**src/mpg_pkg.sv**
```systemverilog
// Shared types, codes and constants of the memory pressure governor.
`default_nettype none

package mpg_pkg;

    typedef logic [16:0] frac_t;
    typedef logic [23:0] horizon_t;

    localparam frac_t    FRAC_ONE        = 17'd65536;
    localparam frac_t    BATT_ESCROW_MIN = 17'd13107;
    localparam frac_t    BATT_LOW        = 17'd6554;
    localparam logic [11:0] SNR_LOW      = 12'd1280;
    localparam logic [11:0] SNR_HIGH     = 12'd2560;

    localparam int unsigned CFG_IDX_W  = 3;
    localparam int unsigned CFG_DATA_W = 24;

    localparam logic [CFG_IDX_W-1:0] CFG_DEFAULT_HORIZON = 3'd0;
    localparam logic [CFG_IDX_W-1:0] CFG_MIN_HORIZON     = 3'd1;
    localparam logic [CFG_IDX_W-1:0] CFG_WARNING_LEVEL   = 3'd2;
    localparam logic [CFG_IDX_W-1:0] CFG_CRITICAL_LEVEL  = 3'd3;
    localparam logic [CFG_IDX_W-1:0] CFG_BASE_DETAIL     = 3'd4;

    localparam horizon_t   RST_DEFAULT_HORIZON = 24'd15360;
    localparam horizon_t   RST_MIN_HORIZON     = 24'd2560;
    localparam frac_t      RST_WARNING_LEVEL   = 17'd45875;
    localparam frac_t      RST_CRITICAL_LEVEL  = 17'd58982;
    localparam logic [3:0] RST_BASE_DETAIL     = 4'd2;

    localparam logic [1:0] MODE_NOMINAL  = 2'd0;
    localparam logic [1:0] MODE_WARNING  = 2'd1;
    localparam logic [1:0] MODE_CRITICAL = 2'd2;

    // Quotient bits produced by the divider for the horizon and for the SNR ramp.
    localparam logic [4:0] HZ_STEPS  = 5'd24;
    localparam logic [4:0] SNR_STEPS = 5'd9;

    typedef enum logic [2:0] {
        ST_IDLE,
        ST_CLASSIFY,
        ST_MUL,
        ST_HSTART,
        ST_HWAIT,
        ST_SSTART,
        ST_SWAIT,
        ST_FINISH
    } state_t;

    typedef struct packed {
        logic       start;
        logic [4:0] steps;
        frac_t      rem_init;
        horizon_t   dvd_init;
        frac_t      divisor;
    } div_req_t;

    typedef struct packed {
        logic     busy;
        logic     done;
        horizon_t quotient;
    } div_stat_t;

    function automatic frac_t sat_frac(input frac_t v);
        return (v > FRAC_ONE) ? FRAC_ONE : v;
    endfunction

endpackage

`default_nettype wire

```
**src/mpg_if.sv**
```systemverilog
// Channel interfaces of the memory pressure governor: telemetry, policy and configuration.
`default_nettype none

interface mpg_tel_if import mpg_pkg::*; ();
    logic  valid;
    logic  ready;
    logic  free_valid;
    frac_t free_memory;
    logic  battery_valid;
    frac_t battery_level;

    modport source (output valid, free_valid, free_memory, battery_valid, battery_level,
                    input ready);
    modport sink   (input valid, free_valid, free_memory, battery_valid, battery_level,
                    output ready);
endinterface

interface mpg_pol_if import mpg_pkg::*; ();
    logic        valid;
    logic        ready;
    logic [1:0]  mode;
    horizon_t    horizon;
    logic [4:0]  detail_floor;
    logic [11:0] snr_limit;
    logic        escrow_allowed;
    logic        purge_now;

    modport source (output valid, mode, horizon, detail_floor, snr_limit,
                    escrow_allowed, purge_now, input ready);
    modport sink   (input valid, mode, horizon, detail_floor, snr_limit,
                    escrow_allowed, purge_now, output ready);
endinterface

interface mpg_cfg_if import mpg_pkg::*; ();
    logic                  valid;
    logic                  ready;
    logic [CFG_IDX_W-1:0]  index;
    logic [CFG_DATA_W-1:0] data;

    modport source (output valid, index, data, input ready);
    modport sink   (input valid, index, data, output ready);
endinterface

`default_nettype wire

```
**src/memory_pressure_governor.sv**
```systemverilog
// Top level of the memory pressure governor: stores, band sequencer and policy output.
//
//   channel     dir   payload                                          accepted when
//   telemetry   in    free_valid, free_memory, battery_valid, level    valid && ready
//   policy      out   mode, horizon, detail, snr, escrow, purge        valid && ready
//   cfg         in    index (3 bits), data (24 bits)                   valid && ready
//
// In the warning band a telemetry transaction runs the serial divider, one quotient bit
// per cycle, 24 bits for the horizon and 9 bits for the SNR ramp, one after the other.
// When the default horizon is not above the minimum only the SNR divide runs. The other
// bands skip the divider and go from classification straight to the finish state.
// The telemetry channel is not ready while a transaction is in work.
// A finished result sits in the policy output register and waits there for ready;
// the next telemetry transaction may be taken while it waits, and a second finished
// result holds the sequencer until the register frees up.
// Reset clears the stores to full memory and full battery and loads register defaults.
`default_nettype none

module memory_pressure_governor
    import mpg_pkg::*;
(
    input  wire clk,
    input  wire rst_n,
    mpg_tel_if.sink   telemetry,
    mpg_pol_if.source policy,
    mpg_cfg_if.sink   cfg
);

    state_t state_reg, state_next;

    horizon_t   default_horizon_reg;
    horizon_t   min_horizon_reg;
    frac_t      warning_level_reg;
    frac_t      critical_level_reg;
    logic [3:0] base_detail_reg;

    frac_t free_store_reg;
    frac_t battery_store_reg;

    logic [1:0]  mode_reg;
    frac_t       d_reg;
    frac_t       s_reg;
    logic [40:0] prod_reg;
    horizon_t    hz_reg;
    logic [11:0] snr_reg;

    logic        out_valid_reg;
    logic [1:0]  out_mode_reg;
    horizon_t    out_horizon_reg;
    logic [4:0]  out_detail_reg;
    logic [11:0] out_snr_reg;
    logic        out_escrow_reg;
    logic        out_purge_reg;

    div_req_t  div_req;
    div_stat_t div_stat;

    logic     tel_accept;
    logic     cls_load;
    logic     mul_load;
    logic     hz_load;
    logic     snr_load;
    logic     out_load;
    logic     out_free;
    logic     span_pos;
    frac_t    used;
    horizon_t hz_span;

    logic [4:0] detail_w;
    logic       escrow_w;

    mpg_div u_div (
        .clk   (clk),
        .rst_n (rst_n),
        .req   (div_req),
        .stat  (div_stat)
    );

    assign used       = 17'(FRAC_ONE - free_store_reg);
    assign span_pos   = (default_horizon_reg > min_horizon_reg);
    assign hz_span    = 24'(default_horizon_reg - min_horizon_reg);
    assign out_free   = !out_valid_reg || policy.ready;
    assign tel_accept = telemetry.valid && telemetry.ready;
    assign cfg.ready  = 1'b1;

    // Next state.
    always_comb
    begin
        state_next = state_reg;
        unique case (state_reg)
            ST_IDLE:
                if (telemetry.valid)
                    state_next = ST_CLASSIFY;
            ST_CLASSIFY:
                if (used >= warning_level_reg && used < critical_level_reg)
                    state_next = ST_MUL;
                else
                    state_next = ST_FINISH;
            ST_MUL:
                state_next = span_pos ? ST_HSTART : ST_SSTART;
            ST_HSTART:
                state_next = ST_HWAIT;
            ST_HWAIT:
                if (div_stat.done)
                    state_next = ST_SSTART;
            ST_SSTART:
                state_next = ST_SWAIT;
            ST_SWAIT:
                if (div_stat.done)
                    state_next = ST_FINISH;
            ST_FINISH:
                if (out_free)
                    state_next = ST_IDLE;
            default:
                state_next = ST_IDLE;
        endcase
    end

    // Sequencer outputs.
    always_comb
    begin
        telemetry.ready  = 1'b0;
        cls_load         = 1'b0;
        mul_load         = 1'b0;
        hz_load          = 1'b0;
        snr_load         = 1'b0;
        out_load         = 1'b0;
        div_req.start    = 1'b0;
        div_req.steps    = HZ_STEPS;
        div_req.rem_init = prod_reg[40:24];
        div_req.dvd_init = prod_reg[23:0];
        div_req.divisor  = s_reg;
        unique case (state_reg)
            ST_IDLE:
                telemetry.ready = 1'b1;
            ST_CLASSIFY:
                cls_load = 1'b1;
            ST_MUL:
                mul_load = 1'b1;
            ST_HSTART:
                div_req.start = 1'b1;
            ST_HWAIT:
                hz_load = div_stat.done;
            ST_SSTART:
            begin
                div_req.start    = 1'b1;
                div_req.steps    = SNR_STEPS;
                div_req.rem_init = d_reg;
                div_req.dvd_init = '0;
            end
            ST_SWAIT:
                snr_load = div_stat.done;
            ST_FINISH:
                out_load = out_free;
            default:
                telemetry.ready = 1'b0;
        endcase
    end

    // Detail floor and escrow permit of the finished transaction.
    always_comb
    begin
        detail_w = 5'd1;
        escrow_w = 1'b1;
        unique case (mode_reg)
            MODE_WARNING:
                detail_w = {1'b0, base_detail_reg};
            MODE_CRITICAL:
            begin
                detail_w = 5'({1'b0, base_detail_reg} + 5'd1);
                escrow_w = (battery_store_reg > BATT_ESCROW_MIN);
            end
            default:
                detail_w = 5'd1;
        endcase
        if (battery_store_reg < BATT_LOW)
        begin
            escrow_w = 1'b0;
            if (detail_w < 5'd2)
                detail_w = 5'd2;
        end
    end

    always_ff @(posedge clk or negedge rst_n)
    begin
        if (!rst_n)
        begin
            state_reg           <= ST_IDLE;
            default_horizon_reg <= RST_DEFAULT_HORIZON;
            min_horizon_reg     <= RST_MIN_HORIZON;
            warning_level_reg   <= RST_WARNING_LEVEL;
            critical_level_reg  <= RST_CRITICAL_LEVEL;
            base_detail_reg     <= RST_BASE_DETAIL;
            free_store_reg      <= FRAC_ONE;
            battery_store_reg   <= FRAC_ONE;
            out_valid_reg       <= 1'b0;
        end
        else
        begin
            state_reg <= state_next;
            if (cfg.valid)
            begin
                unique case (cfg.index)
                    CFG_DEFAULT_HORIZON: default_horizon_reg <= cfg.data;
                    CFG_MIN_HORIZON:     min_horizon_reg     <= cfg.data;
                    CFG_WARNING_LEVEL:   warning_level_reg   <= cfg.data[16:0];
                    CFG_CRITICAL_LEVEL:  critical_level_reg  <= cfg.data[16:0];
                    CFG_BASE_DETAIL:     base_detail_reg     <= cfg.data[3:0];
                    default:             ;
                endcase
            end
            if (tel_accept && telemetry.free_valid)
                free_store_reg <= sat_frac(telemetry.free_memory);
            if (tel_accept && telemetry.battery_valid)
                battery_store_reg <= sat_frac(telemetry.battery_level);
            if (out_load)
                out_valid_reg <= 1'b1;
            else if (policy.ready)
                out_valid_reg <= 1'b0;
        end
    end

    always_ff @(posedge clk)
    begin
        if (cls_load)
        begin
            d_reg <= 17'(used - warning_level_reg);
            s_reg <= 17'(critical_level_reg - warning_level_reg);
            if (used < warning_level_reg)
            begin
                mode_reg <= MODE_NOMINAL;
                hz_reg   <= default_horizon_reg;
                snr_reg  <= SNR_LOW;
            end
            else if (used < critical_level_reg)
            begin
                mode_reg <= MODE_WARNING;
            end
            else
            begin
                mode_reg <= MODE_CRITICAL;
                hz_reg   <= min_horizon_reg;
                snr_reg  <= SNR_HIGH;
            end
        end
        if (mul_load)
        begin
            prod_reg <= 41'(d_reg) * 41'(hz_span);
            if (!span_pos)
                hz_reg <= min_horizon_reg;
        end
        // d < s, so the product's upper bits are a valid starting remainder
        // and the quotient is below the horizon span.
        if (hz_load)
            hz_reg <= 24'(default_horizon_reg - div_stat.quotient);
        if (snr_load)
            snr_reg <= 12'(SNR_LOW + {3'b000, div_stat.quotient[8:0]});
        if (out_load)
        begin
            out_mode_reg    <= mode_reg;
            out_horizon_reg <= hz_reg;
            out_detail_reg  <= detail_w;
            out_snr_reg     <= snr_reg;
            out_escrow_reg  <= escrow_w;
            out_purge_reg   <= (mode_reg == MODE_CRITICAL);
        end
    end

    assign policy.valid           = out_valid_reg;
    assign policy.mode            = out_mode_reg;
    assign policy.horizon         = out_horizon_reg;
    assign policy.detail_floor    = out_detail_reg;
    assign policy.snr_limit       = out_snr_reg;
    assign policy.escrow_allowed  = out_escrow_reg;
    assign policy.purge_now       = out_purge_reg;

    a_busy_after_accept: assert property (@(posedge clk) disable iff (!rst_n)
        tel_accept |=> !telemetry.ready)
        else $error("telemetry ready right after an accepted transaction");

    a_purge_matches_mode: assert property (@(posedge clk) disable iff (!rst_n)
        policy.valid |-> (policy.purge_now == (policy.mode == MODE_CRITICAL)))
        else $error("purge flag disagrees with mode");

    a_snr_range: assert property (@(posedge clk) disable iff (!rst_n)
        policy.valid |-> (policy.snr_limit >= SNR_LOW && policy.snr_limit <= SNR_HIGH))
        else $error("SNR limit out of range");

    a_div_idle_outside: assert property (@(posedge clk) disable iff (!rst_n)
        (state_reg == ST_IDLE || state_reg == ST_FINISH) |-> !div_stat.busy)
        else $error("divider busy outside the interpolation states");

    a_low_battery_escrow: assert property (@(posedge clk) disable iff (!rst_n)
        out_load && battery_store_reg < BATT_LOW |=> !policy.escrow_allowed)
        else $error("escrow granted on low battery");

endmodule

`default_nettype wire

```
**src/mpg_div.sv**
```systemverilog
// Bit-serial restoring divider shared by the horizon and SNR interpolation.
`default_nettype none

module mpg_div
    import mpg_pkg::*;
(
    input  wire       clk,
    input  wire       rst_n,
    input  div_req_t  req,
    output div_stat_t stat
);

    logic [4:0] cnt_reg, cnt_next;
    logic       done_reg, done_next;
    frac_t      rem_reg, rem_next;
    horizon_t   sh_reg, sh_next;

    logic [17:0] cat;
    logic [17:0] dvs;
    logic        ge;

    // The partial remainder is always below the divisor, so one shifted-in bit
    // keeps it below twice the divisor and a single subtract restores it.
    always_comb
    begin
        cat = {rem_reg, sh_reg[23]};
        dvs = {1'b0, req.divisor};
        ge  = (cat >= dvs);
    end

    always_comb
    begin
        cnt_next  = cnt_reg;
        done_next = 1'b0;
        rem_next  = rem_reg;
        sh_next   = sh_reg;
        if (req.start)
        begin
            cnt_next = req.steps;
            rem_next = req.rem_init;
            sh_next  = req.dvd_init;
        end
        else if (cnt_reg != 5'd0)
        begin
            cnt_next  = cnt_reg - 5'd1;
            done_next = (cnt_reg == 5'd1);
            rem_next  = ge ? 17'(cat - dvs) : cat[16:0];
            sh_next   = {sh_reg[22:0], ge};
        end
    end

    always_ff @(posedge clk or negedge rst_n)
    begin
        if (!rst_n)
        begin
            cnt_reg  <= 5'd0;
            done_reg <= 1'b0;
        end
        else
        begin
            cnt_reg  <= cnt_next;
            done_reg <= done_next;
        end
    end

    always_ff @(posedge clk)
    begin
        rem_reg <= rem_next;
        sh_reg  <= sh_next;
    end

    assign stat.busy     = (cnt_reg != 5'd0);
    assign stat.done     = done_reg;
    assign stat.quotient = sh_reg;

endmodule

`default_nettype wire

```
**src/flat_wrapper.sv**
```systemverilog
// flat-port wrapper written by rule: the top's interface ports become plain ports
module memory_pressure_governor_flat import mpg_pkg::*;
  (clk, rst_n, telemetry_valid, telemetry_free_valid, telemetry_free_memory, telemetry_battery_valid, telemetry_battery_level, telemetry_ready, policy_valid, policy_mode, policy_horizon, policy_detail_floor, policy_snr_limit, policy_escrow_allowed, policy_purge_now, policy_ready, cfg_valid, cfg_index, cfg_data, cfg_ready);
  mpg_tel_if telemetry_i ();
  mpg_pol_if policy_i ();
  mpg_cfg_if cfg_i ();
  input  wire clk;
  input  wire rst_n;
  input wire logic [$bits(telemetry_i.valid)-1:0] telemetry_valid;
  input wire logic [$bits(telemetry_i.free_valid)-1:0] telemetry_free_valid;
  input wire logic [$bits(telemetry_i.free_memory)-1:0] telemetry_free_memory;
  input wire logic [$bits(telemetry_i.battery_valid)-1:0] telemetry_battery_valid;
  input wire logic [$bits(telemetry_i.battery_level)-1:0] telemetry_battery_level;
  output wire logic [$bits(telemetry_i.ready)-1:0] telemetry_ready;
  output wire logic [$bits(policy_i.valid)-1:0] policy_valid;
  output wire logic [$bits(policy_i.mode)-1:0] policy_mode;
  output wire logic [$bits(policy_i.horizon)-1:0] policy_horizon;
  output wire logic [$bits(policy_i.detail_floor)-1:0] policy_detail_floor;
  output wire logic [$bits(policy_i.snr_limit)-1:0] policy_snr_limit;
  output wire logic [$bits(policy_i.escrow_allowed)-1:0] policy_escrow_allowed;
  output wire logic [$bits(policy_i.purge_now)-1:0] policy_purge_now;
  input wire logic [$bits(policy_i.ready)-1:0] policy_ready;
  input wire logic [$bits(cfg_i.valid)-1:0] cfg_valid;
  input wire logic [$bits(cfg_i.index)-1:0] cfg_index;
  input wire logic [$bits(cfg_i.data)-1:0] cfg_data;
  output wire logic [$bits(cfg_i.ready)-1:0] cfg_ready;
  assign telemetry_i.valid = telemetry_valid;
  assign telemetry_i.free_valid = telemetry_free_valid;
  assign telemetry_i.free_memory = telemetry_free_memory;
  assign telemetry_i.battery_valid = telemetry_battery_valid;
  assign telemetry_i.battery_level = telemetry_battery_level;
  assign telemetry_ready = telemetry_i.ready;
  assign policy_valid = policy_i.valid;
  assign policy_mode = policy_i.mode;
  assign policy_horizon = policy_i.horizon;
  assign policy_detail_floor = policy_i.detail_floor;
  assign policy_snr_limit = policy_i.snr_limit;
  assign policy_escrow_allowed = policy_i.escrow_allowed;
  assign policy_purge_now = policy_i.purge_now;
  assign policy_i.ready = policy_ready;
  assign cfg_i.valid = cfg_valid;
  assign cfg_i.index = cfg_index;
  assign cfg_i.data = cfg_data;
  assign cfg_ready = cfg_i.ready;
  memory_pressure_governor u_core (.clk(clk), .rst_n(rst_n), .telemetry(telemetry_i), .policy(policy_i), .cfg(cfg_i));
endmodule
```
**config.mk**
```make
export PLATFORM = sky130hd
export DESIGN_NAME = memory_pressure_governor_flat
export DESIGN_NICKNAME = d
export VERILOG_FILES = /design/src/mpg_pkg.sv /design/src/mpg_if.sv /design/src/memory_pressure_governor.sv /design/src/mpg_div.sv /design/src/flat_wrapper.sv
export SDC_FILE = /design/constraint.sdc
export NUM_CORES = 2
export LEC_CHECK = 0
export BUFFER_PORTS_ARGS = -buffer_cell sky130_fd_sc_hd__clkbuf_2
export CAP_MARGIN = 20
export CORE_MARGIN = 3
export CORE_UTILIZATION = 35
export DETAILED_ROUTE_END_ITERATION = 8
export PLACE_DENSITY = 0.56
export SLEW_MARGIN = 30
export SYNTH_ARGS = -nofsm -noshare
export SYNTH_HDL_FRONTEND = slang
export SYNTH_SLANG_ARGS = --single-unit
```
**constraint.sdc**
```tcl
create_clock -name clk -period 18.8 [get_ports clk]
set_input_delay 3.76 -clock clk [delete_from_list [all_inputs] [get_ports clk]]
set_output_delay 3.76 -clock clk [all_outputs]
set_load 0.02 [all_outputs]
```
==> Yosys cells after proc, flatten, opt, wreduce, memory -nomap -nowiden <==
Cells that the tools add are included.
{ "word_totals": {"output_inout_bits": 48, "in_bits": 68, "wordCells": 127, "ff_bits": 329} }
{ "classes": {"mux": 43, "n_addsub": 9, "reduce_logical": 20, "multipliers": 1, "eq_ne": 19, "n_lt_le_gt_ge": 10} }
{ "ops": {"columns": ["op", "count"], "rows": [
  ["24-bit two-way mux", 8],
  ["17-bit two-way mux", 5],
  ["17-bit subtractor", 3],
  ["12-bit two-way mux", 4],
  ["24-bit subtractor", 2],
  ["46-bit two-way mux", 1],
  ["17-bit by 24-bit multiplier with 41-bit output", 1],
  ["17-bit > comparator (second input constant)", 2],
  ["17-bit less-than comparator", 2],
  ["24-bit > comparator", 1],
  ["3-bit case mux with 8 select lines", 1],
  ["5-bit two-way mux", 4],
  ["18-bit by 17-bit greater-or-equal comparator with 1-bit output", 1],
  ["3-bit two-way mux", 6],
  ["17-bit greater-or-equal comparator", 1],
  ["17-bit by 14-bit > comparator with 1-bit output (second input constant)", 1],
  ["17-bit by 13-bit less-than comparator with 1-bit output (second input constant)", 1],
  ["17-bit subtractor (first input constant)", 1],
  ["3-bit equality test (second input constant)", 5],
  ["11-bit by 9-bit adder with 12-bit output (first input constant)", 1],
  ["3-bit by 2-bit equality test with 1-bit output (second input constant)", 4],
  ["1-bit two-way mux", 12],
  ["2-bit AND reduction", 6],
  ["5-bit case mux with 2 select lines", 1],
  ["other kinds (19)", 28]
]} }

==> Longest topological paths before layout <==
{ "depth": {"ltp_word": 8, "depth_mapped": 34, "depth_no_buf": 31} }

==> Hierarchy <==
Synthesis repeated with hierarchy kept, for this count alone.
{ "hier_totals": {"cells_unflattened": 3250, "hier_area_um2": 31482.7} }
{ "modules_own_cells": {"columns": ["module", "cells_per_inst", "instances", "area_each_um2", "seq_area_each_um2"], "rows": [
  ["memory_pressure_governor", 2927, 1, 28167.0, 7616.1],
  ["mpg_div", 323, 1, 3315.7, 1381.3]
]} }

==> Worst setup path before layout <==
OpenSTA, ideal clock, no wires.
{ "synth_path": {"path_type": "register to register", "from": "reg u_core.min_horizon_reg[2]", "to": "reg u_core.prod_reg[27], data pin", "path_stages_with_launch": 30, "setup_ns": 0.260, "setup_slack_ns": 11.091, "n_path_buf": 1, "required_ns": 18.540, "synth_period_minus_slack_ns": 7.709, "arrival_time_ns": 7.449, "path_cell_list": "dfrtp_1 inv_1 ha_1 nor2b_1 o31a_1 o21ai_0 nand2b_1 and3_1 a311o_1 xor2_1 clkbuf_1 nand2_1 fa_1 fa_1 inv_1 fa_1 inv_1 fa_1 fa_1 inv_1 fa_1 ha_1 a211oi_1 a32oi_1 a21oi_1 o21ai_0 nor2b_1 a221o_1 a21oi_1 xnor2_1"} }
{ "synth_between": {"elab_chain_len": 2} }
{ "synth_lines": {"columns": ["item", "line_no", "source"], "rows": [
  ["start: declaration", "memory_pressure_governor.sv:32", "horizon_t min_horizon_reg;"],
  ["start signal: assignment", "memory_pressure_governor.sv:205", "CFG_MIN_HORIZON: min_horizon_reg <= cfg.data;"],
  ["24-bit subtractor", "memory_pressure_governor.sv:81", "assign hz_span = 24'(default_horizon_reg - min_horizon_reg);"],
  ["17-bit by 24-bit multiplier with 41-bit output", "memory_pressure_governor.sv:248", "prod_reg <= 41'(d_reg) * 41'(hz_span);"],
  ["end signal: assignment", "memory_pressure_governor.sv:248", null],
  ["end: declaration", "memory_pressure_governor.sv:43", "logic [40:0] prod_reg;"]
]} }
Every way passes these cells.
A chain may end at the register's enable or synchronous reset.

==> Worst setup path after layout <==
{ "layout_path": {"from": "reg u_core.default_horizon_reg[0]", "to": "reg u_core.prod_reg[38], data pin"} }
{ "layout_between": {"elab_chain_len": 2} }
{ "layout_lines": {"columns": ["item", "line_no", "source"], "rows": [
  ["start: declaration", "memory_pressure_governor.sv:31", "horizon_t default_horizon_reg;"],
  ["start signal: assignment", "memory_pressure_governor.sv:204", "CFG_DEFAULT_HORIZON: default_horizon_reg <= cfg.data;"],
  ["24-bit subtractor", "memory_pressure_governor.sv:81", null],
  ["17-bit by 24-bit multiplier with 41-bit output", "memory_pressure_governor.sv:248", null]
]} }
Every way passes these cells.

==> impl_metrics.toml <==
[setup_path]
worstSetupPathType = "reg2reg"
cpMostUsedCell = "fa_1"
rrSetupSlack_ns = 9.86
critPathArrivalTime_ns = 9.22
rr_endpoint = "u_core.prod_reg[38]"
max_stage_delay_ns = 0.67
worst_setup_path_start_kind = "flip-flop"
endpoint = "u_core.prod_reg[38]"
crit_required_ns = 19.08
startpoint = "u_core.default_horizon_reg[0]"
r2r_cells = 29
crit-reg2reg-launch = "u_core.default_horizon_reg[0]"
endpoint_kind = "flip-flop"
critPathMaxFanout = 17
cp_slowest_cell = "a21boi_0"

[place]
portBuffers = 114
dp_hpwl_mm = 72.02
gp_congestion = 0.8939

[synthesis]
ys_async_sr_fraction_pct = 39.51
ys_seq_area_share_pct = 27.45
syn_avg_cell_area_sq_um = 9.418
synth_warnings = 0
synthCells = 3490
ys_seq_elements = 329
syn_nets = 4127
synth_area_sq_mm = 0.03287
synth_edf_count = 175
yosys_most_used_dff = "edfxtp_1"
synth.distinct_cells = 87

[finish]
regArea_sq_mm = 0.009022
multi_input_area_sq_mm = 0.02136
syn_to_final_growth_pct = 9.802
nFillCells = 9286
drive_gt1_share_pct = 9.665
nets = 4158
largest_reg_flops = 41
diodes = 0

[drt]
num_vias = 25597
wl_per_cell_um = 19.93
wirelength_mm = 95.52
drc_errors = 0
drt-vias-per-instance = 5.342
dr.pass1.iters = 6
antenna_left = 0
first_iter_violations = 1989

[global_routing]
grt_util_all_layers_pct = 19.53
grt_pass1_vias = 25595
grt_pass1_wl_mm = 150.2
grt_overflow = 0
antenna_found_initial = 2
grt_max_degree = 82

[timing]
period_minus_slack_ns = 8.937
worst_pin_slew_ns = 1.006
finalSetupTns_ns = 0
relSlewSlack_pct = 31.22
hold_viol = 0
drv_slew = 0
fmax_ghz = 0.1119
post-route-period-util_pct = 47.54
skew_ns = 0.02047
setup_violations = 0
rsz0062_at_grt = "false"

[clock_tree]
numCtsBuffers = 36
clk_pin_slew_ns = 0.06
insertion_delay_ns = 0.55
cts_hold_buffers = 0
postCtsSetupBuffers = 0
cts_resized = 0
clock-sinks = 329
cts_buffer_depth = 3
htreeDepth = 2
cts_tree = "built"
root_buffer = "clkbuf_16"

[die]
dieHeight_um = 312.4
start_util_pct = 35.59
ios = 116
fp.coreArea_sq_mm = 0.09236
die_area_sq_mm = 0.09762
die_w_um = 312.4
rows = 111

[min_path]
hp-class = "reg2reg"

[run_status]
status = "finished, final reports clean"

[job]
max_cap_viol_count = 0
==> critical path, delay by kind of cell (launching register included) <==
kind / cells / cell delay (ns)
adder cells (fa/ha/maj): 9 / 3.70
buffers and inverters: 4 / 0.26
XOR/XNOR: 2 / 0.67
AO/OA/AOI/OAI: 9 / 2.88
flip-flops: 1 / 0.38
AND/OR/NAND/NOR: 5 / 0.76
==> layout by cell type, fill, tap and decap left out, types with 105 or more instances in the layout <==
cell type and count:
a21oi_1 105, and2_1 146, clkbuf_2 113, edfxtp_1 175, fa_1 334, ha_1 235
inv_1 508, nand2_1 343, nand3_1 111, o21ai_0 197
==> through the flow <==
step / worst slack (ns) / std cells / hold slack [ns] / util (%) / cell area (sq um)
finish: 9.863 / 4792 / 0.4177 / 39.08 / 36090
floorplan: 11.09 / 3490 / 0.4003 / - / 32870
CTS: 9.730 / 4792 / 0.4206 / 39.02 / 36040
detailed placement: 9.793 / 4726 / 0.4054 / 37.67 / 34790
global route: 9.408 / 4792 / 0.4265 / 39.08 / 36090
global placement: 9.962 / 4726 / 0.4021 / 37.67 / 34790
==> worst min path at each step <==
stage,from,to,cells after the start
2_1_floorplan,u_core.snr_reg[0],u_core.policy.snr_limit[0],0
3_3_place_gp,u_core.snr_reg[10],u_core.policy.snr_limit[10],0
3_5_place_dp,u_core.snr_reg[9],u_core.policy.snr_limit[9],0
4_1_cts,u_core.snr_reg[9],u_core.policy.snr_limit[9],0
5_1_grt,u_core.snr_reg[3],u_core.policy.snr_limit[3],0
6_report,u_core.snr_reg[8],u_core.policy.snr_limit[8],0
==> metal layers <==
layer | track usage [%] | wire, um | share of wire (%)
met1 | 27.35 | 43000 | 45
met2 | 31.94 | 44600 | 47
met3 | 2.679 | 5417 | 5.7
met4 | 4.761 | 2497 | 2.6
met5 | 0 | 0 | 0
==> cell type report <==
type | count | share of cell area (%)
clock buffer | 48 | 2.798
clock inverter | 18 | 0.6414
inverter | 509 | 5.294
multi-input combinational | 2474 | 59.17
sequential | 329 | 25.00
tap | 1243 | 4.309
timing repair buffer | 171 | 2.784
==> logic make-up (layout without fill, tap and decap cells) <==
group | after synthesis | after routing | share of synthesized area, %
buffers and inverters | 687 | 746 | 7.994
xor gates and xnor gates | 123 | 123 | 3.278
AOI/OAI and AO/OA | 681 | 681 | 14.01
DFF | 329 | 329 | 27.45
other | 1 | 1 | 0.01141
muxes | 58 | 58 | 1.949
and+or+nand+nor | 1042 | 1042 | 16.02
adders and majority gates | 569 | 569 | 29.29
==> cells in the mapped netlist (42+ instances only) <==
cell type / instances / area share, %
fa_1: 334 / 20
nand2_1: 343 / 3.9
nand2b_1: 52 / 0.99
a21oi_1: 109 / 1.7
a21o_1: 51 / 1.2
and2_1: 146 / 2.8
ha_1: 235 / 8.9
nor3_1: 74 / 1.1
clkbuf_1: 155 / 1.8
nor2_1: 103 / 1.2
a31oi_1: 42 / 0.80
nor2b_1: 57 / 1.1
a22o_1: 45 / 1.2
xnor2_1: 86 / 2.3
dfrtp_1: 103 / 7.8
mux2_2: 48 / 1.6
nand3_1: 112 / 1.7
inv_1: 508 / 5.8
o21ai_0: 197 / 3.0
edfxtp_1: 175 / 16
Power is not shown: default switching activity piles up to over one toggle a cycle in this logic, so the estimate is an artifact.
